`src/hdl/blsd_pkg.sv`:
```
// ----------------------------------------------------------------------------
// Bicolor LED scan driver package
// Shared widths, codes, queue entry type and line lookup functions.
// ----------------------------------------------------------------------------
package blsd_pkg;

  localparam int LedCount   = 10;
  localparam int IdxW       = 4;
  localparam int LineW      = 5;
  localparam int LineSelW   = 3;
  localparam int ModeW      = 2;
  localparam int HalfW      = 15;
  localparam int TickW      = 16;
  localparam int QueueDepth = 2;
  localparam int QPtrW      = $clog2(QueueDepth);
  localparam int QCntW      = $clog2(QueueDepth + 1);

  localparam logic [HalfW-1:0] HalfReset = HalfW'(500);

  localparam logic [ModeW-1:0] ModeOff   = 2'd0;
  localparam logic [ModeW-1:0] ModeOn    = 2'd1;
  localparam logic [ModeW-1:0] ModeBlink = 2'd2;

  localparam logic ColorGreen = 1'b0;
  localparam logic ColorRed   = 1'b1;

  typedef enum logic {
    OP_TICK  = 1'b0,
    OP_WRITE = 1'b1
  } op_e;

  typedef struct packed {
    logic [ModeW-1:0] mode;
    logic             color;
  } led_setting_t;

  typedef struct packed {
    op_e             op;
    logic [IdxW-1:0] idx;
    led_setting_t    setting;
  } q_entry_t;

  function automatic logic [LineSelW-1:0] green_line(input logic [IdxW-1:0] idx);
    logic [LineSelW-1:0] sel;
    unique case (idx)
      4'd0:    sel = 3'd0;
      4'd1:    sel = 3'd1;
      4'd2:    sel = 3'd2;
      4'd3:    sel = 3'd1;
      4'd4:    sel = 3'd0;
      4'd5:    sel = 3'd0;
      4'd6:    sel = 3'd3;
      4'd7:    sel = 3'd2;
      4'd8:    sel = 3'd1;
      4'd9:    sel = 3'd0;
      default: sel = 3'd0;
    endcase
    return sel;
  endfunction

  function automatic logic [LineSelW-1:0] red_line(input logic [IdxW-1:0] idx);
    logic [LineSelW-1:0] sel;
    unique case (idx)
      4'd0:    sel = 3'd1;
      4'd1:    sel = 3'd2;
      4'd2:    sel = 3'd3;
      4'd3:    sel = 3'd3;
      4'd4:    sel = 3'd2;
      4'd5:    sel = 3'd3;
      4'd6:    sel = 3'd4;
      4'd7:    sel = 3'd4;
      4'd8:    sel = 3'd4;
      4'd9:    sel = 3'd4;
      default: sel = 3'd1;
    endcase
    return sel;
  endfunction

endpackage

```
`src/hdl/bicolor_led_scan_driver_unit.sv`:
```
// ----------------------------------------------------------------------------
// Bicolor LED scan driver
// Drives ten two-colour LEDs over five shared lines, one LED per tick.
// ----------------------------------------------------------------------------
// Items arrive on a valid/ready input channel. A tick item (kind 0) advances
// the blink counter and drives the next LED in the scan; a write item (kind 1)
// stores one LED's mode and colour and gives no result. Writes to an LED index
// of ten or more are accepted and discarded.
// Each tick gives one result on the valid/ready output channel: the LED
// index, the line enables, the line levels and the blink phase.
// A classified item waits in a two-entry queue; the back end takes one item
// per cycle unless an untaken result stalls a tick, so the block sustains
// one transfer per cycle while results are taken; results are registered.
// When the receiver stalls, the held result stays put and the queue fills;
// input ready falls once both queue entries are taken.
// The user must write the blink half period register with cfg_we_i only while
// idle; the block does not check it. Reset empties the queue, clears counters,
// turns all LEDs off (green), half period 500 ticks; no clearing pass needed.
// ----------------------------------------------------------------------------
module bicolor_led_scan_driver_unit import blsd_pkg::*; (
  input  logic             clk_i,
  input  logic             rst_ni,
  input  logic             cfg_we_i,
  input  logic [HalfW-1:0] cfg_wdata_i,
  input  logic             in_valid_i,
  output logic             in_ready_o,
  input  logic             kind_i,
  input  logic [IdxW-1:0]  led_index_i,
  input  logic [ModeW-1:0] led_mode_i,
  input  logic             led_color_i,
  output logic             out_valid_o,
  input  logic             out_ready_i,
  output logic [IdxW-1:0]  scanned_led_o,
  output logic [LineW-1:0] line_enable_o,
  output logic [LineW-1:0] line_level_o,
  output logic             blink_phase_o
);

  logic     push;
  logic     push_ready;
  q_entry_t push_entry;
  logic     pop_valid;
  logic     pop;
  q_entry_t pop_entry;

  blsd_front u_front (
    .in_valid_i   (in_valid_i),
    .in_ready_o   (in_ready_o),
    .kind_i       (kind_i),
    .led_index_i  (led_index_i),
    .led_mode_i   (led_mode_i),
    .led_color_i  (led_color_i),
    .push_o       (push),
    .push_entry_o (push_entry),
    .push_ready_i (push_ready)
  );

  blsd_queue u_queue (
    .clk_i        (clk_i),
    .rst_ni       (rst_ni),
    .push_i       (push),
    .push_entry_i (push_entry),
    .push_ready_o (push_ready),
    .pop_valid_o  (pop_valid),
    .pop_entry_o  (pop_entry),
    .pop_i        (pop)
  );

  blsd_back u_back (
    .clk_i         (clk_i),
    .rst_ni        (rst_ni),
    .cfg_we_i      (cfg_we_i),
    .cfg_wdata_i   (cfg_wdata_i),
    .pop_valid_i   (pop_valid),
    .pop_entry_i   (pop_entry),
    .pop_o         (pop),
    .out_valid_o   (out_valid_o),
    .out_ready_i   (out_ready_i),
    .scanned_led_o (scanned_led_o),
    .line_enable_o (line_enable_o),
    .line_level_o  (line_level_o),
    .blink_phase_o (blink_phase_o)
  );

endmodule

```
`src/hdl/blsd_front.sv`:
```
// ----------------------------------------------------------------------------
// Bicolor LED scan driver front end
// Accepts input items, classifies them and drops writes to absent LEDs.
// ----------------------------------------------------------------------------
module blsd_front import blsd_pkg::*; (
  input  logic            in_valid_i,
  output logic            in_ready_o,
  input  logic            kind_i,
  input  logic [IdxW-1:0] led_index_i,
  input  logic [ModeW-1:0] led_mode_i,
  input  logic            led_color_i,
  output logic            push_o,
  output q_entry_t        push_entry_o,
  input  logic            push_ready_i
);

  logic keep;

  always_comb begin
    push_entry_o.op            = kind_i ? OP_WRITE : OP_TICK;
    push_entry_o.idx           = led_index_i;
    push_entry_o.setting.mode  = led_mode_i;
    push_entry_o.setting.color = led_color_i;
    keep = !kind_i || (led_index_i < IdxW'(LedCount));
  end

  // An ignored write is taken whenever the queue has room and never enters it.
  assign in_ready_o = push_ready_i;
  assign push_o     = in_valid_i && push_ready_i && keep;

endmodule

```
`src/hdl/blsd_queue.sv`:
```
// ----------------------------------------------------------------------------
// Bicolor LED scan driver queue
// Small first-in first-out store of classified items between front and back.
// ----------------------------------------------------------------------------
module blsd_queue import blsd_pkg::*; (
  input  logic     clk_i,
  input  logic     rst_ni,
  input  logic     push_i,
  input  q_entry_t push_entry_i,
  output logic     push_ready_o,
  output logic     pop_valid_o,
  output q_entry_t pop_entry_o,
  input  logic     pop_i
);

  q_entry_t               mem_q [QueueDepth];
  logic [QPtrW-1:0]       wptr_q, wptr_d;
  logic [QPtrW-1:0]       rptr_q, rptr_d;
  logic [QCntW-1:0]       cnt_q, cnt_d;

  assign push_ready_o = cnt_q != QCntW'(QueueDepth);
  assign pop_valid_o  = cnt_q != '0;
  assign pop_entry_o  = mem_q[rptr_q];

  always_comb begin
    wptr_d = wptr_q;
    rptr_d = rptr_q;
    cnt_d  = cnt_q;
    if (push_i) begin
      wptr_d = (wptr_q == QPtrW'(QueueDepth - 1)) ? '0 : wptr_q + QPtrW'(1);
    end
    if (pop_i) begin
      rptr_d = (rptr_q == QPtrW'(QueueDepth - 1)) ? '0 : rptr_q + QPtrW'(1);
    end
    if (push_i && !pop_i) begin
      cnt_d = cnt_q + QCntW'(1);
    end else if (!push_i && pop_i) begin
      cnt_d = cnt_q - QCntW'(1);
    end
  end

  always_ff @(posedge clk_i or negedge rst_ni) begin
    if (!rst_ni) begin
      wptr_q <= '0;
      rptr_q <= '0;
      cnt_q  <= '0;
    end else begin
      wptr_q <= wptr_d;
      rptr_q <= rptr_d;
      cnt_q  <= cnt_d;
    end
  end

  always_ff @(posedge clk_i) begin
    if (push_i) begin
      mem_q[wptr_q] <= push_entry_i;
    end
  end

endmodule

```
`src/hdl/blsd_back.sv`:
```
// ----------------------------------------------------------------------------
// Bicolor LED scan driver back end
// Applies LED writes, runs the blink counter and drives one LED per tick.
// ----------------------------------------------------------------------------
module blsd_back import blsd_pkg::*; (
  input  logic             clk_i,
  input  logic             rst_ni,
  input  logic             cfg_we_i,
  input  logic [HalfW-1:0] cfg_wdata_i,
  input  logic             pop_valid_i,
  input  q_entry_t         pop_entry_i,
  output logic             pop_o,
  output logic             out_valid_o,
  input  logic             out_ready_i,
  output logic [IdxW-1:0]  scanned_led_o,
  output logic [LineW-1:0] line_enable_o,
  output logic [LineW-1:0] line_level_o,
  output logic             blink_phase_o
);

  logic [HalfW-1:0] half_q;
  logic [TickW-1:0] tick_q, tick_d;
  logic             lit_q, lit_d;
  logic [IdxW-1:0]  pos_q, pos_d;
  led_setting_t     led_q [LedCount];

  logic             out_valid_q;
  logic [IdxW-1:0]  out_led_q;
  logic [LineW-1:0] en_q, lvl_q, en_d, lvl_d;

  logic             is_tick;
  logic             tick_go;
  logic [IdxW-1:0]  pos_use;
  led_setting_t     cur;
  logic             on;
  logic [LineW-1:0] g_bit, r_bit;

  assign is_tick = pop_entry_i.op == OP_TICK;
  assign pop_o   = pop_valid_i && (!is_tick || !out_valid_q || out_ready_i);
  assign tick_go = pop_o && is_tick;

  always_comb begin
    tick_d = tick_q + TickW'(1);
    lit_d  = lit_q;
    if (tick_q == {1'b0, half_q}) begin
      lit_d = 1'b1;
    end else if (tick_q >= {half_q, 1'b0}) begin
      lit_d  = 1'b0;
      tick_d = '0;
    end
    pos_use = (pos_q >= IdxW'(LedCount)) ? '0 : pos_q;
    pos_d   = pos_use + IdxW'(1);
    cur     = led_q[pos_use];
    on      = (cur.mode == ModeOn) || ((cur.mode == ModeBlink) && lit_d);
    g_bit   = LineW'(1) << green_line(pos_use);
    r_bit   = LineW'(1) << red_line(pos_use);
    en_d    = g_bit | r_bit;
    lvl_d   = '0;
    if (on) begin
      lvl_d = (cur.color == ColorRed) ? r_bit : g_bit;
    end
  end

  always_ff @(posedge clk_i or negedge rst_ni) begin
    if (!rst_ni) begin
      half_q      <= HalfReset;
      tick_q      <= '0;
      lit_q       <= 1'b0;
      pos_q       <= '0;
      out_valid_q <= 1'b0;
      for (int i = 0; i < LedCount; i++) begin
        led_q[i] <= '{mode: ModeOff, color: ColorGreen};
      end
    end else begin
      if (cfg_we_i) begin
        half_q <= cfg_wdata_i;
      end
      if (pop_o && !is_tick) begin
        led_q[pop_entry_i.idx] <= pop_entry_i.setting;
      end
      if (tick_go) begin
        tick_q <= tick_d;
        lit_q  <= lit_d;
        pos_q  <= pos_d;
      end
      if (tick_go) begin
        out_valid_q <= 1'b1;
      end else if (out_ready_i) begin
        out_valid_q <= 1'b0;
      end
    end
  end

  always_ff @(posedge clk_i) begin
    if (tick_go) begin
      out_led_q <= pos_use;
      en_q      <= en_d;
      lvl_q     <= lvl_d;
    end
  end

  assign out_valid_o   = out_valid_q;
  assign scanned_led_o = out_led_q;
  assign line_enable_o = en_q;
  assign line_level_o  = lvl_q;
  assign blink_phase_o = lit_q;

endmodule

```
`config.mk`:
```
export PLATFORM = sky130hd
export DESIGN_NAME = bicolor_led_scan_driver_unit
export DESIGN_NICKNAME = d
export VERILOG_FILES = /design/src/hdl/blsd_pkg.sv /design/src/hdl/bicolor_led_scan_driver_unit.sv /design/src/hdl/blsd_front.sv /design/src/hdl/blsd_queue.sv /design/src/hdl/blsd_back.sv
export SDC_FILE = /design/constraint.sdc
export NUM_CORES = 1
export LEC_CHECK = 0
export BUFFER_PORTS_ARGS = -buffer_cell sky130_fd_sc_hd__buf_4
export CAP_MARGIN = 40
export CORE_UTILIZATION = 60
export DETAILED_ROUTE_END_ITERATION = 8
export PLACE_DENSITY = 0.81
export REMOVE_ABC_BUFFERS = 1
export SLEW_MARGIN = 15
export SYNTH_ARGS = -nofsm -noshare
export SYNTH_HDL_FRONTEND = slang
export SYNTH_SLANG_ARGS = --single-unit
```
`constraint.sdc`:
```
create_clock -name clk_i -period 3.4 [get_ports clk_i]
set_input_delay 0.17 -clock clk_i [delete_from_list [all_inputs] [get_ports clk_i]]
set_output_delay 0.17 -clock clk_i [all_outputs]
set_load 0.01 [all_outputs]
```
==> implementation parameters, run 1 <==
Parameter                              Value

Yosys
  Post-Syn Area ... 5270 um^2
  Count of synthesis-stage warnings from yosys ... 0
  Flip-flop and latch count after synthesis ... 101
  Sequential share of the synthesized area ... around half
  Average instance area after synthesis ... 10.9 um^2
  Most area-hungry cell type in the Yosys netlist ... sky130_fd_sc_hd__dfrtp_1
  Instance count of the mapped netlist ... 485
  Distinct cells, synth ... 53
  Portion of synthesized cell area occupied by the leading cell type ... 30.9%
  FFs w/ async S/R, synth ... 70.3%
  Leading register cell type out of synthesis ... sky130_fd_sc_hd__dfrtp_1
  Number of enable-type register cells in the synthesized netlist ... 30
  Leading cell types by total area after synthesis ... sky130_fd_sc_hd__dfrtp_1, sky130_fd_sc_hd__edfxtp_1, sky130_fd_sc_hd__mux2_2, sky130_fd_sc_hd__ha_1, sky130_fd_sc_hd__xor2_1

Detailed routing
  Violation count after the first detailed-routing iteration ... 228
  Post-DRT Antenna Nets ... 0
  Remaining DRCs ... 0
  First-pass iteration count of the detailed router ... 4
  Total number of vias ... 3797
  Per-cell via count in the routed design ... between 5 and 6
  Average wire per standard cell ... 17.0 um
  Detailed-route wire length ... approximately 11000 um

Global route
  Via count of the first global-routing pass ... 3766
  Wire length of the first global-routing pass ... ~18000 um
  Global-route usage over all layers ... 26.5%
  Total grt overflow ... 0
  Pin count of the biggest net entering global routing ... 38
  Number of antenna violations at the first check in global routing ... 0

Clock network
  TritonCTS clock tree ... done
  # H-tree levels ... 3
  Clk sink count ... 101
  Number of setup buffers added after CTS ... 0
  Total clock buffers created by CTS ... 9
  Clock-pin slew on the worst setup and hold paths ... ~0.10 ns
  Clock latency of the later-clocked register in the worst-skew pair ... 0.37 ns
  Maximum root-to-sink buffer count ... 2
  # resized after CTS ... 0
  Root buf cell ... sky130_fd_sc_hd__clkbuf_8
  Hold-fix buffers at CTS ... 15

Place
  Gp weighted congestion ... between 0.8 and 0.9
  Placement-stage worst setup slack ... 0.864 ns
  PortBufs ... 44
  Final HPWL from detailed placement ... 7940 um

Floorplanning
  Count of standard-cell rows ... 33
  Die W ... 95.7 um
  Die extent in y ... 95.7 um
  Floorplan core area ... between 8000 and 9000 um^2
  Starting density of the core ... 63.2%
  I/O pin count ... 45
  Die area ... 9160 um^2

Timing
  Setup TNS Final ... 0 ns
  Setup skew after layout ... 0.0135 ns
  Total count of max-transition violations in the final report ... 0
  Highest clock rate ... 388 MHz
  Relative max-transition margin ... about half
  Pin slew with the least headroom to its limit ... 0.731 ns
  Setup repair after global routing missed its margin ... no
  Fin crit share ... 75.9%
  Worst-case setup margin in the final layout ... 0.820 ns
  Finish-stage setup viols ... 0
  Worst hold margin ... 0.000599 ns
  Final hold violation count ... 0
  Fin crit period ... approximately 2.6 ns

Setup path
  Worst Path Class, Setup ... reg2reg
  Worst Setup End Kind ... flip-flop
  Critical path arrival ... roughly 2.7 ns
  Critical path peak fanout ... 19
  Required time of the critical path ... about 3.5 ns
  Setup crit start kind ... flip-flop

Power
  Total leakage power ... 2.77 nW
  Max VDD drop ... 0.549 mV
  Pwr dens ... ~800 nW/um^2

Hold path
  Hold WC Path Type ... in2reg

Finish
  Layout cell share with drive strength beyond 1 ... 21.2%
  Commonest cells after routing, fill and taps aside ... sky130_fd_sc_hd__dfrtp_1, sky130_fd_sc_hd__nand2_1, sky130_fd_sc_hd__buf_4, sky130_fd_sc_hd__nor2_1, sky130_fd_sc_hd__mux2_2
  Final nets ... 592
  Fill cell count ... 603
  Most common cell after layout, fill and taps aside ... sky130_fd_sc_hd__dfrtp_1
  Number of inserted diodes ... 0
  Area growth from synthesis to layout ... 15.1%

Status
  Outcome ... finished, final reports clean

Run
  Max Cap Viol ... 0
[synthesized netlist by cell type, drive strengths merged (2+ instances only)]
cell type / count
or3b: 2
and3: 10
nor3b: 2
xnor2: 7
nand4: 6
a221o: 2
o22a: 2
mux2i: 15
nand2: 51
o211ai: 6
a21o: 2
a21oi: 11
dfrtp: 65
or2: 6
nor2: 38
dfstp: 6
nor4: 6
a22oi: 2
mux2: 38
buf: 7
inv: 29
nand2b: 7
nor2b: 9
a32o: 2
edfxtp: 30
o31ai: 2
nor3: 9
o2bb2ai: 4
o21ai: 25
and2: 3
ha: 23
clkbuf: 10
o22ai: 4
nand3: 6
xor2: 25
[report_power, final]
| group | switching, W | total [W] | internal [W] |
|---|---|---|---|
| registers | 0.000339 | 0.00203 | 0.00170 |
| logic | 0.00103 | 0.00194 | 0.000911 |
| clock network | 0.000430 | 0.000852 | 0.000422 |
[layer usage]
layer | up-vias | share of wire, % | global-route usage (%)
met5 | - | 0 | 0
met3 | 10 | 4.4 | 5.13
met4 | 0 | 1.0 | 6.84
li1 | 1815 | - | -
met2 | 105 | 49 | 43.6
met1 | 1867 | 45 | 36.4
[cells by family (layout without fill, tap and decap cells)]
logic type      after synthesis  in the layout  synth area share (%)
xor+xnor                     32             32                  5.32
flops                       101            101                  51.0
buf+inv                      46            107                  3.37
mux                          54             54                  11.4
compound gates               71             71                  9.09
fa+ha+maj                    23             23                  5.46
simple gates                158            158                  14.4
[critical path, stage by stage, from the launching register on]
cell	delay (ns)
sky130_fd_sc_hd__dfrtp_1	0.60
sky130_fd_sc_hd__or2_2	0.41
sky130_fd_sc_hd__nand2_1	0.07
sky130_fd_sc_hd__and2_1	0.26
sky130_fd_sc_hd__ha_1	0.33
sky130_fd_sc_hd__nor2_1	0.08
sky130_fd_sc_hd__a22oi_1	0.21
sky130_fd_sc_hd__o2bb2ai_1	0.09
sky130_fd_sc_hd__or2_2	0.30
[sequential cells by signal, summed over array words and instances, names as in the netlist]
register              count
u_back.led_q             30
u_back.tick_q            16
u_queue.mem_q            16
u_back.half_q            15
u_back.line_enable_o      5
u_back.line_level_o       5
u_back.pos_q              4
u_back.scanned_led_o      4
u_queue.cnt_q             2
u_back.blink_phase_o      1
u_back.out_valid_o        1
u_queue.rptr_q            1
u_queue.wptr_q            1
[path summary, 6_finish.rpt]
check | startpoint | to | slack, ns | cells after the start
max in group asynchronous | rst_ni | u_back.half_q[5] | 2.42 | 3
worst max-delay path | u_back.pos_q[2] | u_back.line_enable_o[3] | 0.82 | 8
worst min-delay path | cfg_wdata_i[3] | u_back.half_q[3] | 0.0006 | 3
min in group asynchronous | rst_ni | u_back.led_q[11] | 0.35 | 2
worst min register to register | u_back.led_q[14] | u_back.led_q[14] | 0.51 | 1
worst max register to register | u_back.pos_q[2] | u_back.line_enable_o[3] | 0.82 | 8
[layout make-up]
type	count	area (um^2)	area share (%)
clock buffers	10	128	2.10
multi-input cells	338	2410	39.7
well taps	105	131	2.17
repair buffers	62	515	8.50
flip-flops and latches	101	2690	44.3
inverters	29	109	1.79
clock inverters	6	91.3	1.51
[metrics by stage]
step                area [um^2]  std cells  util [%]  power, W
floorplan                  5200        468         -   0.00332
global placement           5680        619      68.1   0.00387
detailed placement         5700        620      68.3   0.00398
CTS                        6070        651      72.7   0.00484
global route               6070        651      72.7   0.00514
finish                     6070        651      72.7   0.00483
Note: power is estimated with default switching activity, not from simulation.
==> run 2: changes to the inputs <==
- CORE_UTILIZATION: 60 -> 54
- PLACE_DENSITY: 0.81 -> 0.77
- clock period: 3.4 -> 2.2 ns (I/O delays scaled with it)
==> run 2 against run 1 <==
Compared with the run above:
- maximum frequency is 18% higher
- final area is 12% higher
- critical path depth grew 1
- final cell count is 13% higher
- clock skew is 0.0036 ns lower
- sequential share of layout area decreased by 4.9 points
- sequential power grew 48%
- largest cell class unchanged
- largest power group is now combinational logic
- highest routed layer unchanged
==> implementation parameters, run 2 (synthesis gave the netlist of run 1 again) <==
Parameter                              Value

Timing
  Highest clock rate ... 457 MHz (+18%)
  Relative max-transition margin ... 63.4% (+12 points)
  Fin crit period ... 2.19 ns (-0.390 ns)
  Finish-stage setup viols ... 0 (unchanged)
  Total count of max-transition violations in the final report ... 0 (unchanged)
  Fin crit share ... 99.6% (+24 points)
  Setup repair after global routing missed its margin ... yes
  Final hold violation count ... 0 (unchanged)
  Setup skew after layout ... 0.00985 ns (-0.00364 ns)
  Setup TNS Final ... 0 ns (unchanged)
  Pin slew with the least headroom to its limit ... 0.546 ns (-0.184 ns)

Floorplanning
  Die W ... 101 um (+5.3%)
  I/O pin count ... 45 (unchanged)
  Floorplan core area ... 9330 um^2 (+12%)
  Starting density of the core ... 56.5% (-6.7 points)
  Die extent in y ... 101 um (+5.3%)
  Die area ... 10200 um^2 (+11%)
  Count of standard-cell rows ... 35 (+6.1%)

Setup path
  Worst Setup End Kind ... flip-flop
  Critical path arrival ... 2.46 ns (-0.25 ns)
  Worst Path Class, Setup ... reg2reg
  Crit path buf inv count ... 2 (+2)
  Setup crit start kind ... flip-flop
  Most repeated library cell on the critical path ... sky130_fd_sc_hd__buf_4
  Cell type of the slowest stage on the worst timing path ... sky130_fd_sc_hd__dfrtp_1
  Cell breakdown of the critical path ... ha_4 -> nand4_1 -> nor3_2 -> buf_4 -> o2111ai_1 -> nand3_1 -> a21oi_1 -> buf_4 -> mux2_2
  Critical path peak fanout ... 5 (-14)
  Slowest Stage Delay on Critical Path ... 0.45 ns (-0.15 ns)
  Required time of the critical path ... 2.47 ns (-1.06 ns)
  Cell family with most CP delay ... simple AND/OR/NAND/NOR gates

Finish
  Commonest cells after routing, fill and taps aside ... sky130_fd_sc_hd__buf_4, sky130_fd_sc_hd__dfrtp_1, sky130_fd_sc_hd__nand2_1, sky130_fd_sc_hd__mux2_2, sky130_fd_sc_hd__nor2_1
  Most common cell after layout, fill and taps aside ... sky130_fd_sc_hd__buf_4
  Final nets ... 654 (+10%)
  Non-filler instance count after layout ... 737 (+13%)
  Area growth from synthesis to layout ... 29.4%
  Flip-flop count of the largest register after layout ... 30 (unchanged)
  Registers with the highest flip-flop counts ... u_back.led_q: 30 flops, u_back.tick_q: 16 flops, u_queue.mem_q: 16 flops
  Register containing the most flip-flops in the final layout ... u_back.led_q
  Layout cell share with drive strength beyond 1 ... 32.6% (+11 points)
  Number of inserted diodes ... 0 (unchanged)
  Fill cell count ... 631 (+4.6%)

Power
  Total leakage power ... 3.10 nW (+12%)
  Int Pwr ... 0.00509 W (+68%)
  Switch Pwr ... 0.00301 W (+67%)
  Comb pwr share ... 47.2% (+7.0 points)
  Clock share of power ... 15.6% (-2.0 points)
  Sequential Power Share ... 37.2% (-4.9 points)
  Pwr dens ... 1190 nW/um^2 (+49%)
  Net switching fraction of the power ... 37.2% (-0.076 points)
  Max VDD drop ... 0.950 mV (+73%)

Detailed routing
  First-pass iteration count of the detailed router ... 5 (+1)
  Detailed-route wire length ... 12000 um (+9.1%)
  Total number of vias ... 4049 (+6.6%)
  Remaining DRCs ... 0 (unchanged)
  Average wire per standard cell ... 16.3 um (-3.6%)
  Violation count after the first detailed-routing iteration ... 185 (-19%)
  Per-cell via count in the routed design ... 5.49 (-5.8%)
  Post-DRT Antenna Nets ... 0 (unchanged)

Global route
  Number of antenna violations at the first check in global routing ... 0 (unchanged)
  Global-route usage over all layers ... 25.0% (-1.5 points)
  Via count of the first global-routing pass ... 4161 (+10%)
  Total grt overflow ... 0 (unchanged)
  Wire length of the first global-routing pass ... 19600 um (+7.9%)
  Pin count of the biggest net entering global routing ... 50 (+32%)

Hold path
  Hold WC Path Type ... in2reg

Clock network
  Clock latency of the later-clocked register in the worst-skew pair ... 0.37 ns (about the same)
  Clk sink count ... 101 (unchanged)
  # H-tree levels ... 3 (unchanged)
  TritonCTS clock tree ... done
  Total clock buffers created by CTS ... 9 (unchanged)
  Root buf cell ... sky130_fd_sc_hd__clkbuf_8
  Clock-pin slew on the worst setup and hold paths ... 0.11 ns (about the same)
  Maximum root-to-sink buffer count ... 2 (unchanged)

Place
  Cell count after placement ... 691 (+11%)
  Gp weighted congestion ... 0.859 (-1.2%)
  Final HPWL from detailed placement ... 8170 um (+2.9%)
  PortBufs ... 44 (unchanged)

Run
  Max Cap Viol ... 0 (unchanged)

Status
  Outcome ... finished, final reports clean
==> run 2: layout make-up <==
cell class | count | area, um^2 | area share [%]
timing repair buffer | 124 | 1070 | 15.7
sequential | 101 | 2690 | 39.4
clock buffer | 9 | 124 | 1.82
inverter | 29 | 109 | 1.60
tap | 129 | 161 | 2.37
clock inverter | 7 | 92.6 | 1.36
multi-input combinational | 338 | 2580 | 37.8
==> run 2: worst reg2reg max path, cell delays in order, from the launching register on <==
cell and delay, ns:
sky130_fd_sc_hd__dfrtp_1 0.45, sky130_fd_sc_hd__ha_4 0.30, sky130_fd_sc_hd__nand4_1 0.20, sky130_fd_sc_hd__nor3_2 0.20
sky130_fd_sc_hd__buf_4 0.13, sky130_fd_sc_hd__o2111ai_1 0.13, sky130_fd_sc_hd__nand3_1 0.16, sky130_fd_sc_hd__a21oi_1 0.09
sky130_fd_sc_hd__buf_4 0.17, sky130_fd_sc_hd__mux2_2 0.25
==> run 2: power groups by stage <==
stage | Clock [W] | Sequential, W | Combinational (W)
2_1_floorplan | 0 | 0.00315 | 0.00199
3_3_place_gp | 0 | 0.00299 | 0.00338
3_5_place_dp | 0 | 0.00304 | 0.00350
4_1_cts | 0.00129 | 0.00300 | 0.00364
5_1_grt | 0.00135 | 0.00309 | 0.00420
6_report | 0.00127 | 0.00301 | 0.00382
==> run 2: worst paths after layout <==
kind	startpoint	end	slack, ns	cells past startpoint
max	u_back.tick_q[13]	u_back.tick_q[0]	0.01	9
min	out_ready_i	u_back.out_valid_o	0.08	3
max reg2reg	u_back.tick_q[13]	u_back.tick_q[0]	0.01	9
min reg2reg	u_back.led_q[25]	u_back.led_q[25]	0.51	1
max in group asynchronous	rst_ni	u_back.half_q[8]	1.45	3
min in group asynchronous	rst_ni	u_back.half_q[1]	0.16	2
==> run 2: repair_timing <==
action,CTS,global route
cloned,0,1
resized for setup,11,23
buffers inserted,3,2
setup endpoints to repair,20,14
hold buffers,24,0
endpoints found under the hold margin,96,0
pin swaps,7,13
==> run 2: stage by stage <==
| step | hold slack [ns] | utilization (%) | worst slack [ns] | total power [W] | cell area [um^2] |
|---|---|---|---|---|---|
| floorplan | -0.186 | - | -0.354 | 0.00513 | 5200 |
| global placement | 0.287 | 65.4 | -0.0204 | 0.00637 | 6100 |
| detailed placement | 0.0345 | 65.7 | -0.112 | 0.00654 | 6120 |
| CTS | 0.0647 | 71.4 | -0.0148 | 0.00792 | 6660 |
| global route | 0.0775 | 73.1 | -0.0763 | 0.00864 | 6820 |
| finish | 0.0815 | 73.1 | 0.00983 | 0.00810 | 6820 |
==> run 2: routing by layer <==
layer | global-route usage, % | vias up | share of wire [%] | wire (um)
li1 | - | 1945 | - | -
met1 | 32.7 | 1981 | 43 | 5210
met2 | 43.0 | 101 | 51 | 6090
met3 | 3.68 | 22 | 4.3 | 521
met4 | 8.14 | 0 | 1.9 | 225
met5 | 0 | - | 0 | 0
==> run 3: changes to the inputs <==
==> constraint.sdc (replaced) <==
create_clock -name clk_i -period 2.2 [get_ports clk_i]
set_input_delay 0.22 -clock clk_i [delete_from_list [all_inputs] [get_ports clk_i]]
set_output_delay 0.22 -clock clk_i [all_outputs]
set_load 0.01 [all_outputs]
==> run 3 against run 2 <==
Compared with the run above:
- clock skew is 0.0043 ns higher
- final cell count down 3.3%
- worst hold slack lost 0.056 ns
- register-to-register slack is essentially flat
- critical path depth shrank 3
- count of clock-buffer cells in the layout stayed put
- critical path type unchanged
- largest power group unchanged
==> implementation parameters, run 3 (synthesis gave the netlist of run 1 again) <==
Parameter                              Value

Floorplanning
  Die W ... 101 um (unchanged)
  Starting density of the core ... 56.5% (unchanged)
  I/O pin count ... 45 (unchanged)
  Die extent in y ... 101 um (unchanged)
  Count of standard-cell rows ... 35 (unchanged)
  Die area ... 10200 um^2 (unchanged)
  Floorplan core area ... 9330 um^2 (unchanged)

Power
  Pwr dens ... 1220 nW/um^2 (+2.8%)
  Int Pwr ... 0.00503 W (-1.2%)
  Net switching fraction of the power ... 37.2% (about the same)
  Total leakage power ... 2.99 nW (-3.6%)
  Clock share of power ... 15.8% (+0.2 points)
  Comb pwr share ... 46.6% (-0.6 points)
  Sequential Power Share ... 37.6% (+0.4 points)
  Max VDD drop ... 0.951 mV (about the same)
  Switch Pwr ... 0.00298 W (-1.1%)

Setup path
  Critical path arrival ... 2.43 ns (-0.03 ns)
  Critical path peak fanout ... 5 (unchanged)
  Worst Setup End Kind ... flip-flop
  Setup crit start kind ... flip-flop
  Slowest Stage Delay on Critical Path ... 0.47 ns (+0.02 ns)
  Setup slack, reg-to-reg ... 0.01 ns (about the same)
  Required time of the critical path ... 2.44 ns (-0.03 ns)
  Cell breakdown of the critical path ... mux2_4 -> a221o_1 -> a2111o_1 -> buf_4 -> a31oi_4 -> and3_1
  Cell type of the slowest stage on the worst timing path ... sky130_fd_sc_hd__a2111o_1
  Worst Path Class, Setup ... reg2reg

Clock network
  Maximum root-to-sink buffer count ... 2 (unchanged)
  TritonCTS clock tree ... done
  Clock latency of the later-clocked register in the worst-skew pair ... 0.37 ns (about the same)
  Total clock buffers created by CTS ... 9 (unchanged)
  # H-tree levels ... 3 (unchanged)
  Root buf cell ... sky130_fd_sc_hd__clkbuf_8
  Clk sink count ... 101 (unchanged)
  Clock-pin slew on the worst setup and hold paths ... 0.11 ns (about the same)

Place
  Gp weighted congestion ... 0.859 (unchanged)
  Placement-stage worst setup slack ... -0.112 ns (unchanged)
  Final HPWL from detailed placement ... 8170 um (unchanged)
  Cell count after placement ... 691 (unchanged)
  PortBufs ... 44 (unchanged)

Timing
  Highest clock rate ... 457 MHz (about the same)
  Worst-case setup margin in the final layout ... 0.0114 ns (+0.00156 ns)
  Setup skew after layout ... 0.0141 ns (+0.00429 ns)
  Fin crit period ... 2.19 ns (-0.00156 ns)
  Relative max-transition margin ... 63.8% (+0.40 points)
  Fin crit share ... 99.5% (about the same)
  Pin slew with the least headroom to its limit ... 0.540 ns (-0.00605 ns)
  Setup repair after global routing missed its margin ... yes
  Final hold violation count ... 0 (unchanged)
  Total count of max-transition violations in the final report ... 0 (unchanged)
  Finish-stage setup viols ... 0 (unchanged)

Detailed routing
  Violation count after the first detailed-routing iteration ... 151 (-18%)
  Average wire per standard cell ... 15.8 um (-3.2%)
  Per-cell via count in the routed design ... 5.48 (-0.23%)
  Total number of vias ... 3908 (-3.5%)
  First-pass iteration count of the detailed router ... 4 (-1)
  Post-DRT Antenna Nets ... 0 (unchanged)
  Detailed-route wire length ... 11300 um (-6.4%)
  Remaining DRCs ... 0 (unchanged)

Global route
  Met1 GRT Util ... 32.0% (-0.74 points)
  Global-route usage over all layers ... 24.2% (-0.80 points)
  GR peak layer ... met2
  Total grt overflow ... 0 (unchanged)
  M2 GR Usage ... 41.6% (-1.4 points)
  Met3 track demand over resource ... 3.47% (-0.21 points)
  Number of antenna violations at the first check in global routing ... 0 (unchanged)
  Wire length of the first global-routing pass ... 19000 um (-2.9%)
  Pin count of the biggest net entering global routing ... 50 (unchanged)
  Via count of the first global-routing pass ... 4025 (-3.3%)

Finish
  FF+latch area ... 2690 um^2 (about the same)
  Non-filler instance count after layout ... 713 (-3.3%)
  Flip-flop count of the largest register after layout ... 30 (unchanged)
  Fill cell count ... 688 (+9.0%)
  Area of the multi-input gates ... 2570 um^2 (-0.39%)
  Most common cell after layout, fill and taps aside ... sky130_fd_sc_hd__buf_4
  Final nets ... 630 (-3.7%)
  Commonest cells after routing, fill and taps aside ... sky130_fd_sc_hd__buf_4, sky130_fd_sc_hd__dfrtp_1, sky130_fd_sc_hd__nand2_1, sky130_fd_sc_hd__mux2_2, sky130_fd_sc_hd__nor2_1
  Number of inserted diodes ... 0 (unchanged)
  Registers with the highest flip-flop counts ... u_back.led_q: 30 flops, u_back.tick_q: 16 flops, u_queue.mem_q: 16 flops
  Area growth from synthesis to layout ... 24.4%
  Final core utilization ... 70.3% (-2.8 points)
  Layout cell share with drive strength beyond 1 ... 33.4% (+0.82 points)
  Register containing the most flip-flops in the final layout ... u_back.led_q

Status
  Outcome ... finished, final reports clean

Run
  Max Cap Viol ... 0 (unchanged)

Hold path
  Hold WC Path Type ... in2reg
run 3: worst paths after layout:
kind / end / depth (start not counted) / start
worst max-delay path: u_back.line_level_o[4] / 6 / u_back.pos_q[0]
worst min-delay path: u_queue.mem_q[0][3] / 1 / led_index_i[0]
worst max register to register: u_back.line_level_o[4] / 6 / u_back.pos_q[0]
worst min register to register: u_back.led_q[25] / 1 / u_back.led_q[25]
max in group asynchronous: u_back.half_q[6] / 3 / rst_ni
min in group asynchronous: u_back.half_q[1] / 2 / rst_ni
run 3: layer usage:
metal / wire length [um] / vias up
met1: 5040 / 1916
met4: 97 / 0
met3: 418 / 9
met2: 5720 / 84
li1: - / 1899
met5: 0 / -
run 3: area by class of cell:
type / count / area share, %
inverters: 29 / 1.66
clock inverters: 7 / 1.41
clock buffers: 9 / 1.89
repair buffers: 100 / 12.5
well taps: 129 / 2.46
flip-flops and latches: 101 / 41.0
multi-input cells: 338 / 39.2
run 3: stage by stage:
stage	instance area [um^2]	TNS (ns)	power, W	hold WS, ns
global placement	6100	-0.0306	0.00637	0.397
floorplan	5200	-1.69	0.00513	-0.0756
CTS	6430	-0.0307	0.00789	0.00981
global route	6560	-0.366	0.00856	0.00122
detailed placement	6120	-1.28	0.00654	0.145
finish	6560	0	0.00801	0.0257
run 3: power groups by stage:
stage	clock, W	sequential, W	combinational (W)
2_1_floorplan	0	0.00315	0.00199
3_3_place_gp	0	0.00299	0.00338
5_1_grt	0.00136	0.00309	0.00412
6_report	0.00127	0.00301	0.00373
3_5_place_dp	0	0.00304	0.00350
4_1_cts	0.00129	0.00300	0.00361
run 3: timing repair:
| action | CTS | global route |
|---|---|---|
| hold buffers | 1 | 1 |
| buffers inserted | 3 | 1 |
| hold endpoints to repair | 22 | 2 |
| pin swaps | 7 | 16 |
| endpoints found under the setup margin | 20 | 13 |
| resized for setup | 11 | 22 |
run 3: critical path: cells and delay by family (launching register included):
| family | cells | cell delay, ns |
|---|---|---|
| AOI/OAI and AO/OA | 3 | 1.00 |
| buffers and inverters | 1 | 0.17 |
| DFF | 1 | 0.42 |
| muxes | 1 | 0.31 |
| and+or+nand+nor | 1 | 0.18 |
